--- src/rtl/assert_macros.svh ---
// Assertion macros shared by the filter modules
`ifndef ASSERT_MACROS_SVH
`define ASSERT_MACROS_SVH
`ifndef ASSERT_OFF
`define ASSERT_IMPL(label, clk, rst, prop, msg) \
  label: assert property (@(posedge clk) disable iff (rst) prop) else $error(msg);
`define ASSERT_NORST(label, clk, prop, msg) \
  label: assert property (@(posedge clk) prop) else $error(msg);
`else
`define ASSERT_IMPL(label, clk, rst, prop, msg)
`define ASSERT_NORST(label, clk, prop, msg)
`endif
`endif

--- src/rtl/wmaf_pkg.sv ---
// Package: shared types, constants and compare helpers of the window filter
package wmaf_pkg;
  localparam int MAX_WIDTH_DEF  = 1024;
  localparam int MAX_HEIGHT_DEF = 1024;
  localparam int PIX_W = 24;

  localparam logic [1:0] MODE_CMED = 2'd0;
  localparam logic [1:0] MODE_CAVG = 2'd1;
  localparam logic [1:0] MODE_DAVG = 2'd2;
  localparam logic [1:0] MODE_DMED = 2'd3;

  localparam logic [1:0] REG_MODE   = 2'd0;
  localparam logic [1:0] REG_WIDTH  = 2'd1;
  localparam logic [1:0] REG_HEIGHT = 2'd2;
  localparam logic [1:0] REG_THRESH = 2'd3;

  localparam logic OP_SAMPLE = 1'b0;
  localparam logic OP_DRAIN  = 1'b1;

  // one window snapshot handed to the merge stage
  typedef struct packed {
    logic [8:0][PIX_W-1:0] taps;
    logic                  border;
    logic                  last;
    logic [1:0]            mode;
  } win_t;

  // lane results handed to the merge stage
  typedef struct packed {
    logic [2:0][7:0] cres;
    logic [16:0]     dres;
    logic [15:0]     centre;
    logic            border;
    logic            last;
    logic [1:0]      mode;
  } lane_t;

  // compare-exchange on 17-bit signed values: smaller in the low half
  function automatic logic [33:0] cmpx(input logic signed [16:0] a,
                                       input logic signed [16:0] b);
    return (a > b) ? {a, b} : {b, a};
  endfunction
endpackage

--- src/rtl/wmaf_lane.sv ---
// One filter lane: median network and plain sum on one 17-bit signed plane
module wmaf_lane (
  input  logic               clk,
  input  logic               en,
  input  logic [8:0][16:0]   v,
  output logic signed [16:0] med,
  output logic signed [20:0] sum
);
  import wmaf_pkg::*;

  logic signed [16:0] s1 [9];
  logic signed [16:0] s2 [9];
  logic signed [20:0] psum;
  logic signed [16:0] t [9];
  logic [33:0] r;

  // first half: sort each row of three, and sum
  always_comb begin
    psum = '0;
    for (int i = 0; i < 9; i++) begin
      t[i] = $signed(v[i]);
      psum = psum + 21'(t[i]);
    end
    for (int g = 0; g < 3; g++) begin
      r = cmpx(t[3*g], t[3*g+1]);
      s1[3*g] = r[16:0]; s1[3*g+1] = r[33:17]; s1[3*g+2] = t[3*g+2];
      r = cmpx(s1[3*g+1], s1[3*g+2]);
      s1[3*g+1] = r[16:0]; s1[3*g+2] = r[33:17];
      r = cmpx(s1[3*g], s1[3*g+1]);
      s1[3*g] = r[16:0]; s1[3*g+1] = r[33:17];
    end
  end

  // hold sorted rows
  always_ff @(posedge clk) begin
    if (en) begin
      for (int i = 0; i < 9; i++) s2[i] <= s1[i];
      sum <= psum;
    end
  end

  // median of row maxima-min, medians-median, minima-max
  logic signed [16:0] mx, md, mn, a, b;
  always_comb begin
    mx = s2[0]; if (s2[3] > mx) mx = s2[3]; if (s2[6] > mx) mx = s2[6];
    mn = s2[2]; if (s2[5] < mn) mn = s2[5]; if (s2[8] < mn) mn = s2[8];
    a = (s2[1] < s2[4]) ? s2[1] : s2[4];
    b = (s2[1] < s2[4]) ? s2[4] : s2[1];
    if (s2[7] < a) md = a; else if (s2[7] > b) md = b; else md = s2[7];
    a = (mx < md) ? mx : md;
    b = (mx < md) ? md : mx;
    if (mn < a) med = a; else if (mn > b) med = b; else med = mn;
  end
endmodule

--- config.mk ---
export PLATFORM = sky130hd
export DESIGN_NAME = wmaf_lane
export DESIGN_NICKNAME = d
export VERILOG_FILES = /design/src/rtl/assert_macros.svh /design/src/rtl/wmaf_pkg.sv /design/src/rtl/wmaf_lane.sv
export SDC_FILE = /design/constraint.sdc
export NUM_CORES = 1
export LEC_CHECK = 0
export BUFFER_PORTS_ARGS = -buffer_cell sky130_fd_sc_hd__clkbuf_2
export CAP_MARGIN = 20
export CORE_MARGIN = 3
export CORE_UTILIZATION = 35
export DETAILED_ROUTE_END_ITERATION = 12
export GPL_TIMING_DRIVEN = 0
export HOLD_SLACK_MARGIN = 0.05
export SLEW_MARGIN = 10
export SYNTH_ARGS = -nofsm -noshare
export SYNTH_HDL_FRONTEND = slang
export SYNTH_SLANG_ARGS = --single-unit
--- constraint.sdc ---
create_clock -name clk -period 12.45 [get_ports clk]
set_input_delay 1.245 -clock clk [delete_from_list [all_inputs] [get_ports clk]]
set_output_delay 1.245 -clock clk [all_outputs]
set_load 0.05 [all_outputs]
==> results.sh <==
export IMPL_diode_insertion_count_for_antenna_repair=0
export IMPL_critical_path_required_ps=11200
export IMPL_cts_clk_slew_worst_paths_ps=70
export IMPL_place_detailed_instances=3556
export IMPL_ys_warn_count=0
export IMPL_antenna_left=0
export IMPL_cp_startpoint="s2[4][13]$_DFFE_PP_"
export IMPL_netlist_area_um2=23100
export IMPL_hold_path_endpoint="s2[5][0]$_DFFE_PP_"
export IMPL_multiInputGateArea_um2=16500
export IMPL_post_route_insts_no_fill=3600
export IMPL_hold_viol=0
export IMPL_yosys_most_used_dff="edfxtp_1"
export IMPL_reg_area_um2=5230
export IMPL_cts_root_buf="clkbuf_16"
export IMPL_clkSinkCount=174
export IMPL_fin_nets=3347
export IMPL_first_global_vias=19300
export IMPL_slew_limit_headroom=0.355
export IMPL_post_synth_top_count_cell="inv_1"
export IMPL_period_share=0.953
export IMPL_grt_ovfl_total=0
export IMPL_syn_num_nets=3123
export IMPL_groute_usage_overall=0.227
export IMPL_core_rowCount=93
export IMPL_final_min_clock_period_ps=11860
export IMPL_drt_iter0_drcs=1859
export IMPL_final_fill_count=6478
export IMPL_place_gp_congestion=0.948
export IMPL_timing_max_cap_violations=0
export IMPL_largest_net_degree_at_the_start_of_global_routing=96
export IMPL_initial_antenna_violation_count=0
export IMPL_synth_compound_area_frac=0.164
export IMPL_cp_slowest_cell="edfxtp_1"
export IMPL_critical_path_max_fanout=10
export IMPL_drive_gt1_frac=0.162
export IMPL_timing_worst_setup_path_type="flip-flop to output pin"
export IMPL_synth_top_cells_by_count="347 x inv_1, 338 x ha_1, 198 x mux2i_1, 195 x a21oi_1, 182 x nor2_1"
export IMPL_main_combinational_cell_family_by_area_after_synthesis="adder cells"
export IMPL_worst_setup_path_start_kind="flip-flop"
export IMPL_num_vias=20100
export IMPL_dpl_hpwl_mm=68.1
export IMPL_first_pass_grt_wire_length_mm=120
export IMPL_drt_pass1_iter_count=6
export IMPL_synth_largest_area_cell="edfxtp_1"
export IMPL_worstMarginPinSlew_ps=967
export IMPL_post_place_ws_ps=-982
export IMPL_setup_total_neg_slack_ps=0
export IMPL_cts_htree_levels=4
export IMPL_slowest_stage_delay_on_critical_path_ps=510
export IMPL_cts_hold_buf=0
export IMPL_synth_lib_cells_used_distinct=71
export IMPL_die_width_um=263
export IMPL_num_io_pins=193
export IMPL_endpoint_kind="output pin"
export IMPL_post_synthesis_cells=2508
export IMPL_report_final_slew_viol_count=0
export IMPL_hold_path_cell_count=3
export IMPL_maximum_clock_path_buffer_count=2
export IMPL_setup_viol=0
export IMPL_holdCritPathClass="primary input to flip-flop"
export IMPL_drc_errors=0
export IMPL_crit_arrival_ps=10610
export IMPL_post_synth_main_area_contributors="edfxtp_1 23%, ha_1 18%, fa_1 11%, mux2i_1 8.6%, inv_1 5.6%"
export IMPL_holdCritStartpoint="v[85]"
export IMPL_outcome="finished clean"
export IMPL_area_growth_synth_to_final_pct=13.8
export IMPL_synth_fa_ha_area_frac=0.289
export IMPL_synth_largest_type_area_fraction=0.226
export IMPL_fin_hold_ws_ps=1180
export IMPL_numCtsBuffers=17
export IMPL_wl_per_cell_um=22.2
export IMPL_proportion_of_register_bits_with_asynchronous_set_or_reset_after_synthesis=0
export IMPL_setup_ws_ps=590
export IMPL_maxClockFrequency_mhz=84.3
export IMPL_synth_enable_flop_cells=174
export IMPL_synth_ff_latch_count=174
export IMPL_core_area_um2=64800
export IMPL_cts_tree="done"
export IMPL_detail_routed_via_count_per_cell=5.57
export IMPL_die_area_um2=69100
export IMPL_synth_xor_area_share=0.00764
export IMPL_post_synth_and_or_nand_nor_area_fraction=0.104
export IMPL_synth_sequential_area_ratio=0.226
export IMPL_die_height_um=263
export IMPL_postSynthAreaPerCell_um2=9.20
export IMPL_start_util=0.356
export IMPL_io_buffer_count=192
export IMPL_route_final_wire_length_mm=79.9
export IMPL_synth_area_mux_share=0.136
cell families after synthesis:
family | count (synthesis)
compound gates | 613
simple gates | 511
fa+ha+maj | 460
buf+inv | 435
mux | 297
flops | 174
xor+xnor | 18
timing repair:
item / CTS / global route
endpoints found under the setup margin: 17 / 17
pin swaps: 0 / 8
buffers inserted: 0 / 12
resized for setup: 43 / 95
cell type report:
class,instances,area share
Buffer,85,0.0161
Clock buffer,17,0.0162
Clock inverter,15,0.00748
Inverter,349,0.0499
Multi-Input combinational cell,1899,0.629
Sequential cell,174,0.199
Tap cell,855,0.0407
Timing Repair Buffer,206,0.0421
routing by layer:
metal	vias up	wire length [um]	track usage
met5	-	0	0
met4	0	3750	0.0967
met3	145	4480	0.0228
met2	769	38100	0.384
met1	9687	33500	0.296
li1	9454	-	-
worst max-delay path by stage:
| stage | to |
|---|---|
| 6_report | med[15] |
| 5_1_grt | med[15] |
| 4_1_cts | med[15] |
| 3_5_place_dp | med[13] |
| 3_3_place_gp | med[13] |
| 2_1_floorplan | med[2] |
flip-flops by register name, indices dropped and copies added, names as in the netlist:
register  count
s2          153
sum          21
through the flow:
| step | utilization | instance area [um2] |
|---|---|---|
| CTS | 0.399 | 25900 |
| global route | 0.405 | 26300 |
| floorplan | - | 23100 |
| detailed placement | 0.388 | 25200 |
| global placement | 0.388 | 25100 |
| finish | 0.405 | 26300 |
placed cells by master, fill, tap and decap left out, types with 27 or more instances in the layout:
cell type / netlist / routed
inv_1: 347 / 347
ha_1: 338 / 336
clkbuf_2: 0 / 192
mux2i_1: 198 / 187
nor2_1: 182 / 181
a21oi_1: 195 / 181
edfxtp_1: 174 / 174
nand2_1: 137 / 137
o21ai_0: 148 / 133
fa_1: 122 / 122
mux2_2: 83 / 83
a21o_1: 57 / 57
clkbuf_1: 65 / 49
o22ai_1: 44 / 44
nand4_1: 40 / 40
a31oi_1: 38 / 38
nand3_1: 35 / 35
o21a_1: 32 / 32
nor2b_1: 27 / 27
critical path, delay by kind of cell (launching register included):
family          cells  cell delay (ps)
xor+xnor            1              270
buf+inv             7             1590
mux                 2              640
fa+ha+maj           4             1040
compound gates     20             4270
flops               1              510
simple gates       15             1810
Power is not shown: default switching activity piles up to over one toggle a cycle in this logic, so the estimate is an artifact.
