`src/rtl/assert_macros.svh`:
```
// Assertion macros shared by the filter modules
`ifndef ASSERT_MACROS_SVH
`define ASSERT_MACROS_SVH
`ifndef ASSERT_OFF
`define ASSERT_IMPL(label, clk, rst, prop, msg) \
  label: assert property (@(posedge clk) disable iff (rst) prop) else $error(msg);
`define ASSERT_NORST(label, clk, prop, msg) \
  label: assert property (@(posedge clk) prop) else $error(msg);
`else
`define ASSERT_IMPL(label, clk, rst, prop, msg)
`define ASSERT_NORST(label, clk, prop, msg)
`endif
`endif

```
`src/rtl/wmaf_pkg.sv`:
```
// Package: shared types, constants and compare helpers of the window filter
package wmaf_pkg;
  localparam int MAX_WIDTH_DEF  = 1024;
  localparam int MAX_HEIGHT_DEF = 1024;
  localparam int PIX_W = 24;

  localparam logic [1:0] MODE_CMED = 2'd0;
  localparam logic [1:0] MODE_CAVG = 2'd1;
  localparam logic [1:0] MODE_DAVG = 2'd2;
  localparam logic [1:0] MODE_DMED = 2'd3;

  localparam logic [1:0] REG_MODE   = 2'd0;
  localparam logic [1:0] REG_WIDTH  = 2'd1;
  localparam logic [1:0] REG_HEIGHT = 2'd2;
  localparam logic [1:0] REG_THRESH = 2'd3;

  localparam logic OP_SAMPLE = 1'b0;
  localparam logic OP_DRAIN  = 1'b1;

  // one window snapshot handed to the merge stage
  typedef struct packed {
    logic [8:0][PIX_W-1:0] taps;
    logic                  border;
    logic                  last;
    logic [1:0]            mode;
  } win_t;

  // lane results handed to the merge stage
  typedef struct packed {
    logic [2:0][7:0] cres;
    logic [16:0]     dres;
    logic [15:0]     centre;
    logic            border;
    logic            last;
    logic [1:0]      mode;
  } lane_t;

  // compare-exchange on 17-bit signed values: smaller in the low half
  function automatic logic [33:0] cmpx(input logic signed [16:0] a,
                                       input logic signed [16:0] b);
    return (a > b) ? {a, b} : {b, a};
  endfunction
endpackage

```
`src/rtl/wmaf_merge.sv`:
```
// Merge stage: divide sums by constants, threshold depth, pack the result
module wmaf_merge (
  input  logic                clk,
  input  logic                en,
  input  wmaf_pkg::win_t      w,
  input  logic [2:0][16:0]    med,
  input  logic [2:0][20:0]    sum,
  input  logic [15:0]         thresh,
  output logic [23:0]         cres,
  output logic [15:0]         dres,
  output logic                last
);
  import wmaf_pkg::*;

  logic [1:0]  mode_q;
  logic        border_q, last_q;
  logic [15:0] centre_q;
  logic [15:0] centre_p;
  logic [1:0]  mode_p;
  logic        border_p, last_p;
  logic [2:0][11:0] csum;
  logic signed [20:0] dsum;
  logic [2:0][7:0] cm;
  logic signed [16:0] dm;

  // align side data with the lane pipeline stage
  always_ff @(posedge clk) begin
    if (en) begin
      mode_p <= w.mode; border_p <= w.border; last_p <= w.last;
      centre_p <= w.taps[4][15:0];
    end
  end

  // hold the nine-tap sums and medians before the reciprocal multiply
  always_ff @(posedge clk) begin
    if (en) begin
      mode_q <= mode_p; border_q <= border_p; last_q <= last_p;
      centre_q <= centre_p;
      dsum <= sum[0];
      dm <= med[0];
      for (int c = 0; c < 3; c++) begin
        csum[c] <= 12'(sum[c]);
        cm[c] <= med[c][7:0];
      end
    end
  end

  // hold the centre bytes for the extra centre weight
  logic [2:0][7:0] cc_p, cc_q;
  always_ff @(posedge clk) begin
    if (en) begin
      for (int c = 0; c < 3; c++) cc_p[c] <= w.taps[4][8*c +: 8];
      cc_q <= cc_p;
    end
  end

  logic [2:0][11:0] wsum;
  logic [2:0][7:0]  cavg;
  logic [15:0]      dq_abs;
  logic [20:0]      dabs;
  logic [37:0]      prod;
  logic signed [16:0] davg, dres_c;
  always_comb begin
    for (int c = 0; c < 3; c++) begin
      wsum[c] = csum[c] + 12'(3 * cc_q[c]);
      cavg[c] = 8'((24'(wsum[c]) * 24'd2731) >> 15);
    end
    dabs = dsum[20] ? 21'(-dsum) : 21'(dsum);
    prod = 38'(dabs) * 38'd233017;
    dq_abs = 16'(prod >> 21);
    davg = dsum[20] ? -17'(dq_abs) : 17'(dq_abs);
    dres_c = (mode_q == MODE_DAVG) ? davg : dm;
    if (border_q || (dres_c < $signed({thresh[15], thresh}))) dres_c = $signed({centre_q[15], centre_q});
  end

  // output register
  always_ff @(posedge clk) begin
    if (en) begin
      last <= last_q;
      if (mode_q[1]) begin
        cres <= '0;
        dres <= dres_c[15:0];
      end else begin
        dres <= '0;
        cres <= border_q ? 24'd0 :
                (mode_q == MODE_CMED ? {cm[2], cm[1], cm[0]} : {cavg[2], cavg[1], cavg[0]});
      end
    end
  end
endmodule

```
`config.mk`:
```
export PLATFORM = sky130hd
export DESIGN_NAME = wmaf_merge
export DESIGN_NICKNAME = d
export VERILOG_FILES = /design/src/rtl/assert_macros.svh /design/src/rtl/wmaf_pkg.sv /design/src/rtl/wmaf_merge.sv
export SDC_FILE = /design/constraint.sdc
export NUM_CORES = 1
export LEC_CHECK = 0
export BUFFER_PORTS_ARGS = -buffer_cell sky130_fd_sc_hd__buf_2
export CAP_MARGIN = 20
export CORE_ASPECT_RATIO = 0.5
export CORE_MARGIN = 1.5
export CORE_UTILIZATION = 30
export DETAILED_ROUTE_END_ITERATION = 7
export MAX_ROUTING_LAYER = met4
export PLACE_DENSITY = 0.53
export SETUP_SLACK_MARGIN = 0.15
export SLEW_MARGIN = 10
export SYNTH_ARGS = -nofsm -noshare
export SYNTH_HDL_FRONTEND = slang
export SYNTH_SLANG_ARGS = --single-unit
export TNS_END_PERCENT = 1
```
`constraint.sdc`:
```
create_clock -name clk -period 11.7 [get_ports clk]
set_input_delay 2.34 -clock clk [delete_from_list [all_inputs] [get_ports clk]]
set_output_delay 2.34 -clock clk [all_outputs]
set_load 0.005 [all_outputs]
```
==> flow_metrics.tcl <==
set metrics [dict create \
    routed-via-count 14005 \
    postSynth.asyncResetShare_pct 0 \
    place.detailed.instances 3080 \
    worst_hold_path_type "register to register" \
    post_route_cells_drive_above_1_share_pct 11.4 \
    first_global_vias 14478 \
    cts_tree "done" \
    ctsLongestPathBuffers 2 \
    grt_setup_unrepaired "false" \
    max_freq_ghz 0.0913 \
    regToRegSetupSlack_ns 0.75 \
    cp-start-kind "register" \
    overflow 0 \
    design.final.nets 3172 \
    crit_path_max_fanout 10 \
    dieHeight_um 192 \
    ctsRootBufferMaster "clkbuf_16" \
    slew_worst_pin_ns 1.00 \
    worstPathBufferInverterCount 4 \
    timing.final.setup_violations 0 \
    port_buffers 164 \
    die_w_um 380 \
    postSynthRegisterBits 175 \
    yosys_most_used_dff "edfxtp_1" \
    wirelength_um 47600 \
    cpLargestDelayFamily "simple AND/OR/NAND/NOR gates" \
    fp-row-count 68 \
    crit_type "register to register" \
    synth.yosys.warnings 0 \
    cells_after_synthesis 1976 \
    route.detailed.wl_per_inst_um 15.2 \
    grt_use_total_pct 13.8 \
    largest_net_degree_at_the_start_of_global_routing 68 \
    io_pins 393 \
    max_cap_violations 0 \
    stdcell_area_um2 24100 \
    synth_fp_nets 2983 \
    holdCritStartpoint "centre_p[7]" \
    netlist-cell-type-count 77 \
    critical_path_required_ns 11.92 \
    worstSkewPairLatency_ns 0.48 \
    initial_antenna_violation_count 4 \
    layout.cells.most_common "ha_1" \
    flow.area_growth_from_synthesis_pct 13.1 \
    drt_iter0_markers 550 \
    post-route-period-util_pct 93.6 \
    cts_sinks 175 \
    avgSynthCellArea_um2 10.8 \
    gp_routability_congestion 0.875 \
    drcViolationCount 0 \
    timing.critical_path.slowest_cell_delay_ns 0.75 \
    final-max-slew-violation-count 0 \
    finish.cell_count_without_fillers 3127 \
    critPathMostFrequentCell "fa_1" \
    max_slew_margin_pct 33.0 \
    endpoint_kind "register" \
    detail_route.first_pass.iterations 5 \
    number_of_synthesized_flops_with_an_enable_pin 175 \
    fp.dieArea_um2 72900 \
    totalNegativeSetupSlack_ns 0 \
    h_tree_depth 4 \
    crit_path_top_delay_cell "or4b_2" \
    most-common-layout-cells "436 x ha_1, 435 x inv_1, 218 x fa_1, 175 x edfxtp_1, 163 x buf_2" \
    timing.final.hold_violations 0 \
    placed_cell_area_um2 23400 \
    vias_per_cell 4.48 \
    fin_skew_ns 0.0201 \
    worstSetupStartpoint "csum[4]" \
    critical_path.reg2reg.startpoint "csum[4]" \
    final_core_util_pct 34.6 \
    detail-route-antenna-nets 0 \
    grt_first_pass_wirelength_um 76500 \
    core_region_area_um2 69700 \
    clkSlewWorstSetupHoldPaths_ns 0.08 \
    outcome "finished, final reports clean" \
    cp.arrival_ns 11.17 \
    floorplan.initialDensity_pct 30.6 \
    netlist_area_before_placement_um2 21300 \
    cts_made_buffers 17 \
    synth-seq-area-share_pct 24.6 \
    dp.final_hpwl_um 41100 \
    period_needed_ns 10.95 \
]
stage by stage:
| stage | hold WS, ns | setup WS [ns] |
|---|---|---|
| 2_1_floorplan | 0.400 | 1.65 |
| 3_3_place_gp | 0.401 | 0.605 |
| 3_5_place_dp | 0.405 | 0.451 |
| 4_1_cts | 0.415 | 0.406 |
| 5_1_grt | 0.422 | 0.146 |
| 6_report | 0.416 | 0.749 |
layer usage:
metal / GRT usage, % / up-vias / wire (um)
met3: 1.67 / 50 / 1010
met2: 23.6 / 144 / 23400
li1: - / 7052 / -
met4: 4.02 / 0 / 947
met5: - / - / 0
met1: 17.3 / 6759 / 22300
Yosys cell counts, types with 23 or more instances:
library cell,number,share of area (%)
a21oi_1,60,1.4
xor2_1,45,1.8
ha_1,437,26
nand2_1,74,1.3
xnor2_1,92,3.8
o21bai_1,23,0.81
a21o_1,30,1.1
inv_1,435,7.6
o21ai_0,65,1.5
nor2_1,71,1.2
edfxtp_1,175,25
fa_1,218,20
path summary, 6_finish.rpt:
| check | endpoint | cells past startpoint |
|---|---|---|
| worst min register to register | centre_q[7] | 0 |
| worst min-delay path | centre_q[7] | 0 |
| worst max-delay path | dres[10] | 36 |
| worst max register to register | dres[10] | 36 |
state kept, by name (all words and copies together), names as in the netlist:
register / cells
dres: 16
cc_q: 8
cm: 23
last: 1
dsum: 10
last_q: 1
border_p: 1
cres: 24
csum: 35
dm: 10
centre_q: 16
border_q: 1
mode_q: 2
centre_p: 16
last_p: 1
cc_p: 8
mode_p: 2
worst register-to-register path, delay by kind of cell, from the launching register on:
| family | cells | cell delay (ns) |
|---|---|---|
| adder cells (fa/ha/maj) | 7 | 3.15 |
| XOR/XNOR | 1 | 0.25 |
| AND/OR/NAND/NOR | 16 | 4.73 |
| AO/OA/AOI/OAI | 8 | 1.69 |
| buffers and inverters | 4 | 0.39 |
| flip-flops | 1 | 0.50 |
cells by family after synthesis:
family                     share of synthesized area [%]
buffers and inverters                               8.02
and+or+nand+nor                                     5.69
AOI/OAI and AO/OA                                   8.81
DFF                                                 24.6
muxes                                              0.938
adders and majority gates                           46.2
xor gates and xnor gates                            5.73
final cells by class:
type | count | area [um^2]
repair buffers | 189 | 1020
diodes | 4 | 10.0
clock buffers | 18 | 429
inverters | 436 | 1640
multi-input cells | 1346 | 14400
fillers | 7020 | 45500
well taps | 945 | 1180
clock inverters | 14 | 176
flip-flops and latches | 175 | 5260
repair_timing:
item / CTS / global route
hold buffers: 0 / 0
gates resized for setup: 0 / 10
setup endpoints to repair: 0 / 16
buffers inserted: 0 / 11
Power is left out: the tool's default activity adds up to more than one toggle a clock period on the data nets, which glitch-free logic cannot reach.
